`src/rtl/kbf_pkg.sv`:
```
`timescale 1ns / 1ps
// ----------------------------------------------------------------------------
// kbf_pkg
// Shared constants, register indexes and control types of the angle/bias
// kalman filter.
// ----------------------------------------------------------------------------
package kbf_pkg;

    localparam int CHANNELS_DEF  = 2;
    localparam int WORD_BITS_DEF = 32;

    localparam int IO_BITS       = 32;   // angle, rate and result words
    localparam int TS_BITS       = 24;   // time step, unsigned q1.23
    localparam int CFG_BITS      = 32;
    localparam int CFG_IDX_BITS  = 2;
    localparam int FRAC_DT       = 23;
    localparam int FRAC_GAIN     = 24;
    localparam int IN_DATA_BITS  = 2 * IO_BITS + TS_BITS;
    localparam int OUT_DATA_BITS = 2 * IO_BITS;
    localparam int IN_USER_BITS  = 2;
    localparam int OUT_USER_BITS = 2;

    localparam logic [TS_BITS-1:0] ONE_SECOND = 24'h800000;

    localparam logic [CFG_BITS-1:0] Q_ANGLE_RST    = 32'd16777;
    localparam logic [CFG_BITS-1:0] Q_BIAS_RST     = 32'd50332;
    localparam logic [CFG_BITS-1:0] MEAS_NOISE_RST = 32'd503316;

    typedef enum logic [CFG_IDX_BITS-1:0] {
        CFG_Q_ANGLE    = 2'd0,
        CFG_Q_BIAS     = 2'd1,
        CFG_MEAS_NOISE = 2'd2
    } t_cfg_idx;

    typedef struct packed {
        logic start;
        logic sh24;     // shift by the gain fraction, else by the dt fraction
    } t_mul_ctl;

endpackage

```
`src/rtl/kbf_mul.sv`:
```
`timescale 1ns / 1ps
// ----------------------------------------------------------------------------
// kbf_mul
// Bit-serial shift-add multiplier with rounding half away from zero,
// right shift by 23 or 24 bits and saturation to the word.
// ----------------------------------------------------------------------------
module kbf_mul #(
    parameter  int WORD_BITS = kbf_pkg::WORD_BITS_DEF,
    localparam int OW        = ((WORD_BITS > 32) ? WORD_BITS : 32) + 1
) (
    input  logic                        i_clk,
    input  logic                        i_rst_n,
    input  kbf_pkg::t_mul_ctl           i_ctl,
    input  logic signed [OW-1:0]        i_a,
    input  logic signed [OW-1:0]        i_b,
    output logic                        o_done,
    output logic signed [WORD_BITS-1:0] o_result
);

    localparam int PW = 2 * OW;
    localparam int CW = $clog2(OW);
    localparam logic [PW-1:0] RND23   = PW'(1) << (kbf_pkg::FRAC_DT - 1);
    localparam logic [PW-1:0] RND24   = PW'(1) << (kbf_pkg::FRAC_GAIN - 1);
    localparam logic [PW-1:0] MAG_MAX = (PW'(1) << (WORD_BITS - 1)) - PW'(1);

    typedef enum logic [1:0] {S_IDLE, S_RUN, S_RND, S_SAT} t_state;

    t_state                 r_state;
    logic [CW-1:0]          r_cnt;
    logic [OW-1:0]          r_mcand;
    logic [PW-1:0]          r_prod;
    logic                   r_neg;
    logic                   r_sh24;
    logic                   r_done;
    logic signed [WORD_BITS-1:0] r_result;

    logic [OW-1:0] w_ua;
    logic [OW-1:0] w_ub;
    logic [OW:0]   w_sum;
    logic [PW-1:0] w_rnd;
    logic [PW-1:0] w_shr;

    assign w_ua  = i_a[OW-1] ? $unsigned(-i_a) : $unsigned(i_a);
    assign w_ub  = i_b[OW-1] ? $unsigned(-i_b) : $unsigned(i_b);
    assign w_sum = {1'b0, r_prod[PW-1:OW]} + (r_prod[0] ? {1'b0, r_mcand} : '0);
    assign w_rnd = r_prod + (r_sh24 ? RND24 : RND23);
    assign w_shr = r_sh24 ? (w_rnd >> kbf_pkg::FRAC_GAIN) : (w_rnd >> kbf_pkg::FRAC_DT);

    always_ff @(posedge i_clk) begin
        if (!i_rst_n) begin
            r_state <= S_IDLE;
            r_done  <= 1'b0;
            r_cnt   <= '0;
        end else begin
            r_done <= 1'b0;
            case (r_state)
                S_IDLE: begin
                    if (i_ctl.start) begin
                        r_mcand <= w_ua;
                        r_prod  <= {{OW{1'b0}}, w_ub};
                        r_neg   <= i_a[OW-1] ^ i_b[OW-1];
                        r_sh24  <= i_ctl.sh24;
                        r_cnt   <= '0;
                        r_state <= S_RUN;
                    end
                end
                S_RUN: begin
                    r_prod <= {w_sum, r_prod[OW-1:1]};
                    r_cnt  <= r_cnt + 1'b1;
                    if (r_cnt == CW'(OW - 1)) begin
                        r_state <= S_RND;
                    end
                end
                S_RND: begin
                    r_prod  <= w_shr;
                    r_state <= S_SAT;
                end
                S_SAT: begin
                    if (r_prod > MAG_MAX) begin
                        r_result <= r_neg ? {1'b1, {(WORD_BITS-1){1'b0}}}
                                          : {1'b0, {(WORD_BITS-1){1'b1}}};
                    end else begin
                        r_result <= r_neg ? -$signed(r_prod[WORD_BITS-1:0])
                                          : $signed(r_prod[WORD_BITS-1:0]);
                    end
                    r_done  <= 1'b1;
                    r_state <= S_IDLE;
                end
                default: r_state <= S_IDLE;
            endcase
        end
    end

    assign o_done   = r_done;
    assign o_result = r_result;

endmodule

```
`src/rtl/kbf_div.sv`:
```
`timescale 1ns / 1ps
// ----------------------------------------------------------------------------
// kbf_div
// Restoring divider, one quotient bit per cycle: n / d with 24 fraction
// bits, truncated toward zero and saturated to the word.
// ----------------------------------------------------------------------------
module kbf_div #(
    parameter int WORD_BITS = kbf_pkg::WORD_BITS_DEF
) (
    input  logic                        i_clk,
    input  logic                        i_rst_n,
    input  logic                        i_start,
    input  logic signed [WORD_BITS-1:0] i_num,
    input  logic signed [WORD_BITS-1:0] i_den,
    output logic                        o_done,
    output logic signed [WORD_BITS-1:0] o_quot
);

    localparam int W  = WORD_BITS;
    localparam int DW = W + kbf_pkg::FRAC_GAIN;
    localparam int CW = $clog2(DW);
    localparam logic [DW-1:0] MAG_MAX = (DW'(1) << (W - 1)) - DW'(1);

    typedef enum logic [1:0] {S_IDLE, S_RUN, S_SAT} t_state;

    t_state          r_state;
    logic [CW-1:0]   r_cnt;
    logic [DW-1:0]   r_q;
    logic [W-1:0]    r_rem;
    logic [W-1:0]    r_ud;
    logic            r_neg;
    logic            r_done;
    logic signed [W-1:0] r_quot;

    logic [W-1:0] w_un;
    logic [W-1:0] w_ud;
    logic [W:0]   w_sh;
    logic [W:0]   w_diff;
    logic         w_ge;

    assign w_un   = i_num[W-1] ? $unsigned(-i_num) : $unsigned(i_num);
    assign w_ud   = i_den[W-1] ? $unsigned(-i_den) : $unsigned(i_den);
    assign w_sh   = {r_rem, r_q[DW-1]};
    assign w_ge   = (w_sh >= {1'b0, r_ud});
    assign w_diff = w_sh - {1'b0, r_ud};

    always_ff @(posedge i_clk) begin
        if (!i_rst_n) begin
            r_state <= S_IDLE;
            r_done  <= 1'b0;
            r_cnt   <= '0;
        end else begin
            r_done <= 1'b0;
            case (r_state)
                S_IDLE: begin
                    if (i_start) begin
                        r_q     <= {w_un, {kbf_pkg::FRAC_GAIN{1'b0}}};
                        r_rem   <= '0;
                        r_ud    <= w_ud;
                        r_neg   <= i_num[W-1] ^ i_den[W-1];
                        r_cnt   <= '0;
                        r_state <= S_RUN;
                    end
                end
                S_RUN: begin
                    r_rem  <= w_ge ? w_diff[W-1:0] : w_sh[W-1:0];
                    r_q    <= {r_q[DW-2:0], w_ge};
                    r_cnt  <= r_cnt + 1'b1;
                    if (r_cnt == CW'(DW - 1)) begin
                        r_state <= S_SAT;
                    end
                end
                S_SAT: begin
                    if (r_q > MAG_MAX) begin
                        r_quot <= r_neg ? {1'b1, {(W-1){1'b0}}} : {1'b0, {(W-1){1'b1}}};
                    end else begin
                        r_quot <= r_neg ? -$signed(r_q[W-1:0]) : $signed(r_q[W-1:0]);
                    end
                    r_done  <= 1'b1;
                    r_state <= S_IDLE;
                end
                default: r_state <= S_IDLE;
            endcase
        end
    end

    assign o_done = r_done;
    assign o_quot = r_quot;

endmodule

```
`src/rtl/angle_bias_kalman_filter.sv`:
```
`timescale 1ns / 1ps
// ----------------------------------------------------------------------------
// angle_bias_kalman_filter
// Two-state (angle, gyro bias) kalman filter per channel, sequenced over a
// bit-serial multiplier and a bit-serial divider.
// ----------------------------------------------------------------------------
// Usage:
//   s_axis carries one item per transaction: tuser = {channel, kind},
//   tdata = {time_step, measured_rate, measured_angle}. kind 0 runs predict
//   and update on the selected channel; kind 1 restarts it with the angle.
//   m_axis returns one result per item: tuser = {skipped, result_channel},
//   tdata = {estimated_bias, estimated_angle}.
//   The cfg port writes q_angle, q_bias and the measurement noise (index
//   0..2) and is always ready; the user must write only while idle, which
//   the block itself does not enforce. An update runs ten multiplies on the
//   one shared multiplier and, unless the innovation variance is zero, two
//   divides on the divider. Restart, skipped and bad-channel items use
//   neither. One item is in work at a time.
//   The result waits in an output register; the next item is taken while it
//   waits, but the block holds its next result until the receiver takes it.
//   Reset clears all angles, biases and covariances and loads the default
//   noise registers.
// ----------------------------------------------------------------------------
module angle_bias_kalman_filter #(
    parameter int CHANNELS  = kbf_pkg::CHANNELS_DEF,
    parameter int WORD_BITS = kbf_pkg::WORD_BITS_DEF
) (
    input  logic                                i_clk,
    input  logic                                i_rst_n,
    input  logic                                s_axis_tvalid,
    output logic                                s_axis_tready,
    // measured_angle, measured_rate, time_step
    input  logic [kbf_pkg::IN_DATA_BITS-1:0]    s_axis_tdata,
    // kind, channel
    input  logic [kbf_pkg::IN_USER_BITS-1:0]    s_axis_tuser,
    output logic                                m_axis_tvalid,
    input  logic                                m_axis_tready,
    // estimated_angle, estimated_bias
    output logic [kbf_pkg::OUT_DATA_BITS-1:0]   m_axis_tdata,
    // result_channel, skipped
    output logic [kbf_pkg::OUT_USER_BITS-1:0]   m_axis_tuser,
    input  logic                                i_cfg_valid,
    output logic                                o_cfg_ready,
    input  logic [kbf_pkg::CFG_IDX_BITS-1:0]    i_cfg_index,
    input  logic [kbf_pkg::CFG_BITS-1:0]        i_cfg_data
);

    localparam int W   = WORD_BITS;
    localparam int MW  = (W > 32) ? W : 32;
    localparam int OW  = MW + 1;
    localparam int AW  = MW + 3;
    localparam int CIW = (CHANNELS > 1) ? $clog2(CHANNELS) : 1;
    localparam int IOB = kbf_pkg::IO_BITS;
    localparam int TSB = kbf_pkg::TS_BITS;
    localparam logic signed [AW-1:0] LIM_HI = (AW'(1) <<< (W - 1)) - AW'(1);
    localparam logic signed [AW-1:0] LIM_LO = -LIM_HI - AW'(1);
    localparam logic signed [AW-1:0] O_HI   = AW'(2147483647);
    localparam logic signed [AW-1:0] O_LO   = -O_HI - AW'(1);

    typedef enum logic [3:0] {
        S_IDLE, S_LOAD, S_RATE, S_MISSUE, S_MWAIT, S_SUM, S_DISSUE, S_DWAIT, S_WB, S_OUT
    } t_state;

    typedef enum logic [3:0] {
        OP_ANG_PRED, OP_DP11, OP_P00, OP_P11, OP_ANG_UPD, OP_BIAS_UPD,
        OP_P00_UPD, OP_P01_UPD, OP_P10_UPD, OP_P11_UPD
    } t_op;

    function automatic logic signed [W-1:0] f_sat(input logic signed [AW-1:0] v);
        if (v > LIM_HI) begin
            return W'(LIM_HI);
        end else if (v < LIM_LO) begin
            return W'(LIM_LO);
        end
        return W'(v);
    endfunction

    function automatic logic signed [AW-1:0] f_ext(input logic signed [W-1:0] v);
        return AW'(v);
    endfunction

    function automatic logic [IOB-1:0] f_out32(input logic signed [W-1:0] x);
        logic signed [AW-1:0] v;
        v = AW'(x);
        if (v > O_HI) begin
            return 32'h7fffffff;
        end else if (v < O_LO) begin
            return 32'h80000000;
        end
        return v[IOB-1:0];
    endfunction

    // configuration
    logic [kbf_pkg::CFG_BITS-1:0] r_q_angle, r_q_bias, r_meas_noise;

    // per-channel state
    logic signed [W-1:0] r_ang_st  [CHANNELS];
    logic signed [W-1:0] r_bias_st [CHANNELS];
    logic signed [W-1:0] r_cov_st  [CHANNELS][4];

    // working set
    t_state              r_state;
    t_op                 r_op;
    logic                r_kind, r_ch;
    logic signed [IOB-1:0] r_meas, r_mrate;
    logic [TSB-1:0]      r_dt;
    logic signed [W-1:0] r_ang, r_bias, r_p0, r_p1, r_p2, r_p3;
    logic signed [W-1:0] r_rate, r_dp11, r_inner, r_s, r_k0, r_k1, r_y, r_p00t, r_p01t;
    logic signed [W-1:0] r_dn;
    logic                r_dsel;
    logic                r_div_start;
    kbf_pkg::t_mul_ctl   r_mctl;
    logic signed [OW-1:0] r_ma, r_mb;

    // result staging and output register
    logic [IOB-1:0]      r_res_ang, r_res_bias, r_o_ang, r_o_bias;
    logic                r_res_skip, r_o_skip, r_o_ch, r_o_valid;

    logic signed [OW-1:0] w_ma, w_mb;
    logic                 w_sh24;
    logic                 w_mul_done, w_div_done;
    logic signed [W-1:0]  w_m, w_q, w_s;
    logic signed [OW-1:0] w_dt_op;
    logic [CIW-1:0]       w_idx;
    logic                 w_ch_ok;
    logic                 w_bad_dt;

    assign w_dt_op  = OW'($signed({1'b0, r_dt}));
    assign w_idx    = CIW'(r_ch);
    assign w_ch_ok  = (32'(r_ch) < CHANNELS);
    assign w_bad_dt = (r_dt == '0) || (r_dt > kbf_pkg::ONE_SECOND);
    assign w_s      = f_sat(f_ext(r_p0) + AW'($signed({1'b0, r_meas_noise})));

    always_comb begin
        w_ma   = '0;
        w_mb   = '0;
        w_sh24 = 1'b1;
        case (r_op)
            OP_ANG_PRED: begin w_ma = w_dt_op; w_mb = OW'(r_rate);  w_sh24 = 1'b0; end
            OP_DP11:     begin w_ma = w_dt_op; w_mb = OW'(r_p3);    w_sh24 = 1'b0; end
            OP_P00:      begin w_ma = w_dt_op; w_mb = OW'(r_inner); w_sh24 = 1'b0; end
            OP_P11: begin
                w_ma   = OW'($signed({1'b0, r_q_bias}));
                w_mb   = w_dt_op;
                w_sh24 = 1'b0;
            end
            OP_ANG_UPD:  begin w_ma = OW'(r_k0); w_mb = OW'(r_y);    end
            OP_BIAS_UPD: begin w_ma = OW'(r_k1); w_mb = OW'(r_y);    end
            OP_P00_UPD:  begin w_ma = OW'(r_k0); w_mb = OW'(r_p00t); end
            OP_P01_UPD:  begin w_ma = OW'(r_k0); w_mb = OW'(r_p01t); end
            OP_P10_UPD:  begin w_ma = OW'(r_k1); w_mb = OW'(r_p00t); end
            OP_P11_UPD:  begin w_ma = OW'(r_k1); w_mb = OW'(r_p01t); end
            default: ;
        endcase
    end

    kbf_mul #(.WORD_BITS(W)) u_mul (
        .i_clk    (i_clk),
        .i_rst_n  (i_rst_n),
        .i_ctl    (r_mctl),
        .i_a      (r_ma),
        .i_b      (r_mb),
        .o_done   (w_mul_done),
        .o_result (w_m)
    );

    kbf_div #(.WORD_BITS(W)) u_div (
        .i_clk   (i_clk),
        .i_rst_n (i_rst_n),
        .i_start (r_div_start),
        .i_num   (r_dn),
        .i_den   (r_s),
        .o_done  (w_div_done),
        .o_quot  (w_q)
    );

    always_ff @(posedge i_clk) begin
        if (!i_rst_n) begin
            r_state     <= S_IDLE;
            r_op        <= OP_ANG_PRED;
            r_mctl      <= '0;
            r_div_start <= 1'b0;
            r_o_valid   <= 1'b0;
            r_q_angle    <= kbf_pkg::Q_ANGLE_RST;
            r_q_bias     <= kbf_pkg::Q_BIAS_RST;
            r_meas_noise <= kbf_pkg::MEAS_NOISE_RST;
            for (int c = 0; c < CHANNELS; c++) begin
                r_ang_st[c]  <= '0;
                r_bias_st[c] <= '0;
                for (int k = 0; k < 4; k++) begin
                    r_cov_st[c][k] <= '0;
                end
            end
        end else begin
            if (i_cfg_valid) begin
                case (kbf_pkg::t_cfg_idx'(i_cfg_index))
                    kbf_pkg::CFG_Q_ANGLE:    r_q_angle    <= i_cfg_data;
                    kbf_pkg::CFG_Q_BIAS:     r_q_bias     <= i_cfg_data;
                    kbf_pkg::CFG_MEAS_NOISE: r_meas_noise <= i_cfg_data;
                    default: ;
                endcase
            end

            // in S_OUT the output register is handled below
            if (m_axis_tready && (r_state != S_OUT)) begin
                r_o_valid <= 1'b0;
            end

            r_mctl.start <= (r_state == S_MISSUE);
            r_div_start  <= (r_state == S_DISSUE);

            case (r_state)
                S_IDLE: begin
                    if (s_axis_tvalid) begin
                        r_kind  <= s_axis_tuser[0];
                        r_ch    <= s_axis_tuser[1];
                        r_meas  <= s_axis_tdata[IOB-1:0];
                        r_mrate <= s_axis_tdata[2*IOB-1:IOB];
                        r_dt    <= s_axis_tdata[2*IOB+TSB-1:2*IOB];
                        r_state <= S_LOAD;
                    end
                end
                S_LOAD: begin
                    if (!w_ch_ok) begin
                        r_res_ang  <= '0;
                        r_res_bias <= '0;
                        r_res_skip <= 1'b1;
                        r_state    <= S_OUT;
                    end else if (r_kind) begin
                        // restart: load angle, clear bias and covariance
                        r_ang_st[w_idx]  <= f_sat(AW'(r_meas));
                        r_bias_st[w_idx] <= '0;
                        for (int k = 0; k < 4; k++) begin
                            r_cov_st[w_idx][k] <= '0;
                        end
                        r_res_ang  <= f_out32(f_sat(AW'(r_meas)));
                        r_res_bias <= '0;
                        r_res_skip <= 1'b0;
                        r_state    <= S_OUT;
                    end else if (w_bad_dt) begin
                        r_res_ang  <= f_out32(r_ang_st[w_idx]);
                        r_res_bias <= f_out32(r_bias_st[w_idx]);
                        r_res_skip <= 1'b1;
                        r_state    <= S_OUT;
                    end else begin
                        r_ang      <= r_ang_st[w_idx];
                        r_bias     <= r_bias_st[w_idx];
                        r_p0       <= r_cov_st[w_idx][0];
                        r_p1       <= r_cov_st[w_idx][1];
                        r_p2       <= r_cov_st[w_idx][2];
                        r_p3       <= r_cov_st[w_idx][3];
                        r_res_skip <= 1'b0;
                        r_state    <= S_RATE;
                    end
                end
                S_RATE: begin
                    r_rate  <= f_sat(AW'(r_mrate) - f_ext(r_bias));
                    r_op    <= OP_ANG_PRED;
                    r_state <= S_MISSUE;
                end
                S_MISSUE: begin
                    r_ma         <= w_ma;
                    r_mb         <= w_mb;
                    r_mctl.sh24  <= w_sh24;
                    r_state      <= S_MWAIT;
                end
                S_MWAIT: begin
                    if (w_mul_done) begin
                        case (r_op)
                            OP_ANG_PRED: begin
                                r_ang   <= f_sat(f_ext(r_ang) + f_ext(w_m));
                                r_op    <= OP_DP11;
                                r_state <= S_MISSUE;
                            end
                            OP_DP11: begin
                                r_dp11  <= w_m;
                                r_inner <= f_sat(f_ext(f_sat(f_ext(f_sat(f_ext(w_m)
                                           - f_ext(r_p1))) - f_ext(r_p2)))
                                           + AW'($signed({1'b0, r_q_angle})));
                                r_op    <= OP_P00;
                                r_state <= S_MISSUE;
                            end
                            OP_P00: begin
                                r_p0    <= f_sat(f_ext(r_p0) + f_ext(w_m));
                                r_p1    <= f_sat(f_ext(r_p1) - f_ext(r_dp11));
                                r_p2    <= f_sat(f_ext(r_p2) - f_ext(r_dp11));
                                r_op    <= OP_P11;
                                r_state <= S_MISSUE;
                            end
                            OP_P11: begin
                                r_p3    <= f_sat(f_ext(r_p3) + f_ext(w_m));
                                r_state <= S_SUM;
                            end
                            OP_ANG_UPD: begin
                                r_ang   <= f_sat(f_ext(r_ang) + f_ext(w_m));
                                r_op    <= OP_BIAS_UPD;
                                r_state <= S_MISSUE;
                            end
                            OP_BIAS_UPD: begin
                                r_bias  <= f_sat(f_ext(r_bias) + f_ext(w_m));
                                r_op    <= OP_P00_UPD;
                                r_state <= S_MISSUE;
                            end
                            OP_P00_UPD: begin
                                r_p0    <= f_sat(f_ext(r_p0) - f_ext(w_m));
                                r_op    <= OP_P01_UPD;
                                r_state <= S_MISSUE;
                            end
                            OP_P01_UPD: begin
                                r_p1    <= f_sat(f_ext(r_p1) - f_ext(w_m));
                                r_op    <= OP_P10_UPD;
                                r_state <= S_MISSUE;
                            end
                            OP_P10_UPD: begin
                                r_p2    <= f_sat(f_ext(r_p2) - f_ext(w_m));
                                r_op    <= OP_P11_UPD;
                                r_state <= S_MISSUE;
                            end
                            OP_P11_UPD: begin
                                r_p3    <= f_sat(f_ext(r_p3) - f_ext(w_m));
                                r_state <= S_WB;
                            end
                            default: r_state <= S_WB;
                        endcase
                    end
                end
                S_SUM: begin
                    r_s    <= w_s;
                    r_y    <= f_sat(AW'(r_meas) - f_ext(r_ang));
                    r_p00t <= r_p0;
                    r_p01t <= r_p1;
                    r_dsel <= 1'b0;
                    if (w_s == '0) begin
                        // zero innovation variance keeps the prediction
                        r_k0    <= '0;
                        r_k1    <= '0;
                        r_op    <= OP_ANG_UPD;
                        r_state <= S_MISSUE;
                    end else begin
                        r_state <= S_DISSUE;
                    end
                end
                S_DISSUE: begin
                    r_dn        <= r_dsel ? r_p2 : r_p0;
                    r_state     <= S_DWAIT;
                end
                S_DWAIT: begin
                    if (w_div_done) begin
                        if (!r_dsel) begin
                            r_k0    <= w_q;
                            r_dsel  <= 1'b1;
                            r_state <= S_DISSUE;
                        end else begin
                            r_k1    <= w_q;
                            r_op    <= OP_ANG_UPD;
                            r_state <= S_MISSUE;
                        end
                    end
                end
                S_WB: begin
                    r_ang_st[w_idx]    <= r_ang;
                    r_bias_st[w_idx]   <= r_bias;
                    r_cov_st[w_idx][0] <= r_p0;
                    r_cov_st[w_idx][1] <= r_p1;
                    r_cov_st[w_idx][2] <= r_p2;
                    r_cov_st[w_idx][3] <= r_p3;
                    r_res_ang          <= f_out32(r_ang);
                    r_res_bias         <= f_out32(r_bias);
                    r_res_skip         <= 1'b0;
                    r_state            <= S_OUT;
                end
                S_OUT: begin
                    if (!r_o_valid || m_axis_tready) begin
                        r_o_valid <= 1'b1;
                        r_o_ang   <= r_res_ang;
                        r_o_bias  <= r_res_bias;
                        r_o_skip  <= r_res_skip;
                        r_o_ch    <= r_ch;
                        r_state   <= S_IDLE;
                    end
                end
                default: r_state <= S_IDLE;
            endcase
        end
    end

    assign s_axis_tready = (r_state == S_IDLE);
    assign m_axis_tvalid = r_o_valid;
    assign m_axis_tdata  = {r_o_bias, r_o_ang};
    assign m_axis_tuser  = {r_o_skip, r_o_ch};
    assign o_cfg_ready   = 1'b1;

    a_accept_busy: assert property (@(posedge i_clk) disable iff (!i_rst_n)
        (s_axis_tvalid && s_axis_tready) |=> !s_axis_tready)
        else $error("item accepted while the previous one is in work");

    a_mul_wait: assert property (@(posedge i_clk) disable iff (!i_rst_n)
        w_mul_done |-> (r_state == S_MWAIT))
        else $error("multiplier finished outside its wait step");

    a_div_wait: assert property (@(posedge i_clk) disable iff (!i_rst_n)
        w_div_done |-> (r_state == S_DWAIT))
        else $error("divider finished outside its wait step");

    a_out_hold: assert property (@(posedge i_clk) disable iff (!i_rst_n)
        (r_state == S_OUT && m_axis_tvalid && !m_axis_tready) |=> (r_state == S_OUT))
        else $error("result overwrote an output not yet taken");

endmodule

```
`config.mk`:
```
export PLATFORM = sky130hd
export DESIGN_NAME = angle_bias_kalman_filter
export DESIGN_NICKNAME = d
export VERILOG_FILES = /design/src/rtl/kbf_pkg.sv /design/src/rtl/kbf_mul.sv /design/src/rtl/kbf_div.sv /design/src/rtl/angle_bias_kalman_filter.sv
export SDC_FILE = /design/constraint.sdc
export NUM_CORES = 2
export LEC_CHECK = 0
export BUFFER_PORTS_ARGS = -buffer_cell sky130_fd_sc_hd__clkbuf_2
export CAP_MARGIN = 20
export CORE_ASPECT_RATIO = 0.6
export CORE_MARGIN = 5
export CORE_UTILIZATION = 45
export DETAILED_ROUTE_END_ITERATION = 10
export GPL_TIMING_DRIVEN = 0
export PLACE_DENSITY = 0.66
export SYNTH_ARGS = -nofsm -noshare
export SYNTH_HDL_FRONTEND = slang
export SYNTH_SLANG_ARGS = --single-unit
```
`constraint.sdc`:
```
create_clock -name i_clk -period 8.8 [get_ports i_clk]
set_clock_uncertainty 0.05 [all_clocks]
set_input_delay 0.44 -clock i_clk [delete_from_list [all_inputs] [get_ports i_clk]]
set_output_delay 0.44 -clock i_clk [all_outputs]
set_load 0.01 [all_outputs]
```
==> summary.md <==
| Metric | Value |
|---|---|
| Final Cycle Share | `1.15` |
| Cell Rows | `134` |
| Final worst slack | `-1.36 ns` |
| Top-level I/O count | `198` |
| RR Startpoint | `u_mul.o_result[11]$_DFFE_PP_` |
| Synth area leader | `edfxtp_1` |
| Core Box Area | `0.222 mm^2` |
| Setup violations, final | `32` |
| CP max stage delay | `0.61 ns` |
| Outcome | `finished, violations left` |
| Antenna-violating nets left | `0` |
| Post-synth top area share | `0.440` |
| Synthesized area | `0.100 mm^2` |
| WL final | `436000 um` |
| Crit path max-delay family | `compound AO/OA/AOI/OAI gates` |
| VDD IR max | `between 200 and 300 uV` |
| Synth warn | `0` |
| Worst path arrival time | `10.73 ns` |
| Mapped Avg Cell Area | `10.0 um^2` |
| Clock buffer depth | `4` |
| CTS sink cnt | `1596` |
| R2R Setup Slk | `-1.36 ns` |
| Drt pass-1 iters | `9` |
| Unrepaired setup endpoints after global routing | `yes` |
| Pint | `18800 uW` |
| Worst Path Required | `between 9 and 10 ns` |
| CP startpoint | `u_mul.o_result[11]$_DFFE_PP_` |
| Yosys cell types | `112` |
| Setup crit end | `r_inner[6]$_DFFE_PP_` |
| Layout cells sized above 1 | `0.102` |
| IO Port Bufs | `196` |
| Final Max Slew Viols | `0` |
| Iteration-0 DRC Markers | `13700` |
| Post-DP HPWL | `between 300000 and 400000 um` |
| HP Class | `in -> reg` |
| Vias in the first global route | `78700` |
| Startpoint Class | `register` |
| Crit path kind | `reg -> reg` |
| WL per Instance | `31.4 um` |
| Routed vias/inst | `6.39` |
| Synth async-reset ratio | `0` |
| Total gr overflow | `0` |
| Syn nets | `10700` |
| Commonest non-fill, non-tap cells in the layout | `edfxtp_1 (1469), a21oi_1 (877), nand2_1 (844)` |
| Clock power share | `0.244` |
| Cell Area, Placed | `0.107 mm^2` |
| Worst-margin pin slew | `1.30 ns` |
| Sequential area share after synthesis | `0.466` |
| CP bufs+invs | `10` |
| Sw frac | `0.407` |
| Post-synth EDFFs | `around 1500` |
| Die Wd | `619 um` |
| Reg2Reg Depth | `46` |
| CTS Buf Count | `171` |
| Failing checks | `setup timing` |
| Leading cell type in the layout, fill and taps excluded | `edfxtp_1` |
| Top cells by area, synth | `edfxtp_1 (44%), ha_1 (7.4%), a21oi_1 (4.5%), xnor2_1 (3.6%), nand2_1 (3.2%)` |
| Later-pin clock latency in the skew report | `0.87 ns` |
| Root buffer cell | `clkbuf_16` |
| Worst reg2reg path endpoint | `r_inner[6]$_DFFE_PP_` |
| Initial Utilization | `0.452` |
| Largest net degree at the start of global routing | `58` |
| Slew headroom | `0.136` |
| Synth Instances | `10000` |
| Die Height | `375 um` |
| Via count | `88700` |
| Post-route DRC violation count | `0` |
| CTS tree | `done` |
| Critical path depth | `between 40 and 50` |
| H-tree depth | `4` |
| Psw | `between 10000 and 15000 uW` |
| Crit-path max FO | `11` |
| Seq pwr share | `0.318` |
| #FFs+latches synth | `1596` |
| First-pass GRT wire length | `600000 um` |
| NumNets Final | `11500` |
| Final setup TNS | `-41.28 ns` |
| CP max stage cell | `edfxtp_1` |
| Fmax achieved | `98.4 MHz` |
| Final hold violations | `0` |
| Final min period | `10.16 ns` |
| Logic pwr share | `0.437` |
| Design area | `0.116 mm^2` |
| Die Area | `roughly 0.23 mm^2` |
| Initial antenna violation count | `63` |
| PwrDens | `about 270 mW/mm^2` |
| Worst-path clk slew | `0.07 ns` |
| Leakage power | `0.0447 uW` |
| Main synth FF type | `edfxtp_1` |
| RD Place Congestion | `about 1.0` |
| Area added between synthesis and finish | `16.3%` |
| Reported max-cap violation count | `0` |
| Setup crit end kind | `register` |
| Tot GR Track Use | `0.359` |
## Yosys cell counts, drive strengths merged (24+ instances only)
| library cell | number |
|---|---|
| a2111oi | 25 |
| a222oi | 38 |
| nand2 | 851 |
| a21oi | 899 |
| a21boi | 26 |
| nor2 | 799 |
| a221oi | 29 |
| mux2i | 275 |
| xor2 | 229 |
| a211oi | 150 |
| ha | 593 |
| nand4 | 59 |
| inv | 460 |
| o31ai | 91 |
| o41ai | 27 |
| o21ai | 630 |
| nor2b | 100 |
| nand3 | 168 |
| a22oi | 29 |
| o211ai | 77 |
| dfxtp | 127 |
| clkbuf | 416 |
| o22ai | 46 |
| maj3 | 31 |
| o311ai | 30 |
| and2 | 223 |
| nor3 | 213 |
| or2 | 36 |
| nor4 | 57 |
| xnor2 | 407 |
| a31oi | 83 |
| a211o | 31 |
| and3 | 127 |
| mux2 | 85 |
| a21o | 284 |
| nand2b | 109 |
| o21a | 97 |
| a221o | 48 |
| or3 | 79 |
| buf | 75 |
| edfxtp | 1469 |
| or4 | 24 |
| o21bai | 81 |
## metal layers
metal	global-route usage	wire length, um	share of wire	vias to the layer above
li1	-	-	-	38500
met1	0.549	194000	0.44	43700
met2	0.443	159000	0.36	5791
met3	0.156	67900	0.16	698
met4	0.110	15200	0.035	26
met5	0.0101	614	0.0014	-
## worst min path at each step
stage / start / end / depth (start not counted)
final: m_axis_tready / m_axis_tvalid$_SDFF_PN0_ / 3
after global routing: m_axis_tready / m_axis_tvalid$_SDFF_PN0_ / 3
after CTS: m_axis_tready / m_axis_tvalid$_SDFF_PN0_ / 3
after detailed placement: r_res_bias[5]$_DFFE_PP_ / r_o_bias[5]$_DFFE_PP_ / 0
after global placement: r_res_ang[6]$_DFFE_PP_ / r_o_ang[6]$_DFFE_PP_ / 0
after floorplan: r_res_ang[0]$_DFFE_PP_ / r_o_ang[0]$_DFFE_PP_ / 0
## worst min-delay path: cells and delay by family
| family | cells | cell delay, ns |
|---|---|---|
| and+or+nand+nor | 1 | 0.20 |
| AOI/OAI and AO/OA | 1 | 0.16 |
| buffers and inverters | 1 | 0.07 |
## cell families (layout without fill, tap and decap cells)
| group | after synthesis | after routing | share of synthesized area |
|---|---|---|---|
| AO/OA/AOI/OAI | 2894 | 2894 | 0.185 |
| other | 1 | 43 | 0.0000374 |
| XOR/XNOR | 636 | 636 | 0.0558 |
| buffers and inverters | 955 | 1799 | 0.0370 |
| multiplexers | 360 | 360 | 0.0370 |
| flip-flops | 1596 | 1596 | 0.466 |
| AND/OR/NAND/NOR | 2917 | 2917 | 0.138 |
| adder cells (fa/ha/maj) | 643 | 643 | 0.0810 |
## flip-flops by register name, summed over array words and instances (netlist names), 33 cells and up, named ones only
| signal | flops |
|---|---|
| u_mul.r_mcand | 33 |
| u_mul.r_prod | 66 |
| r_ang_st | 64 |
| r_ma | 33 |
| r_cov_st | 256 |
| u_div.r_q | 56 |
| r_bias_st | 64 |
## through the flow
step | cells | power [uW] | worst slack (ns) | hold slack [ns] | utilization
2_1_floorplan | 10000 | 17000 | 0.00166 | 0.350 | -
3_3_place_gp | 13200 | 21400 | -5.73 | 0.357 | 0.473
3_5_place_dp | 13300 | 21500 | -4.90 | 0.355 | 0.483
4_1_cts | 13800 | 30500 | -1.12 | 0.00677 | 0.522
5_1_grt | 13800 | 32500 | -1.45 | 0.0109 | 0.525
6_report | 13900 | 31600 | -1.36 | 0.0380 | 0.525
## cell type report
cell class                 count  area [um^2]
tap                         2992         3740
multi-input combinational   7451        51100
fill                       19800       105000
inverter                     463         1740
clock buffer                 204         4550
antenna                       42          105
buffer                       481         2110
sequential                  1596        46700
timing repair buffer         556         5280
clock inverter                95         1150
## power groups by stage
stage               registers, uW  clock network, uW  logic (uW)
floorplan                    9800                  0        7180
global placement            10300                  0       11000
detailed placement          10200                  0       11300
CTS                         10000               7760       12700
global route                10100               8070       14400
finish                      10100               7730       13800
## repair_timing
item                                   CTS  global route
hold buffers                           124             0
buffers inserted                        70            43
resized for setup                      194            78
endpoints found under the hold margin  187             0
gates cloned                             5             1
pin swaps                               48            63
setup endpoints to repair               32            32
Power figures use the tool's default switching activity.
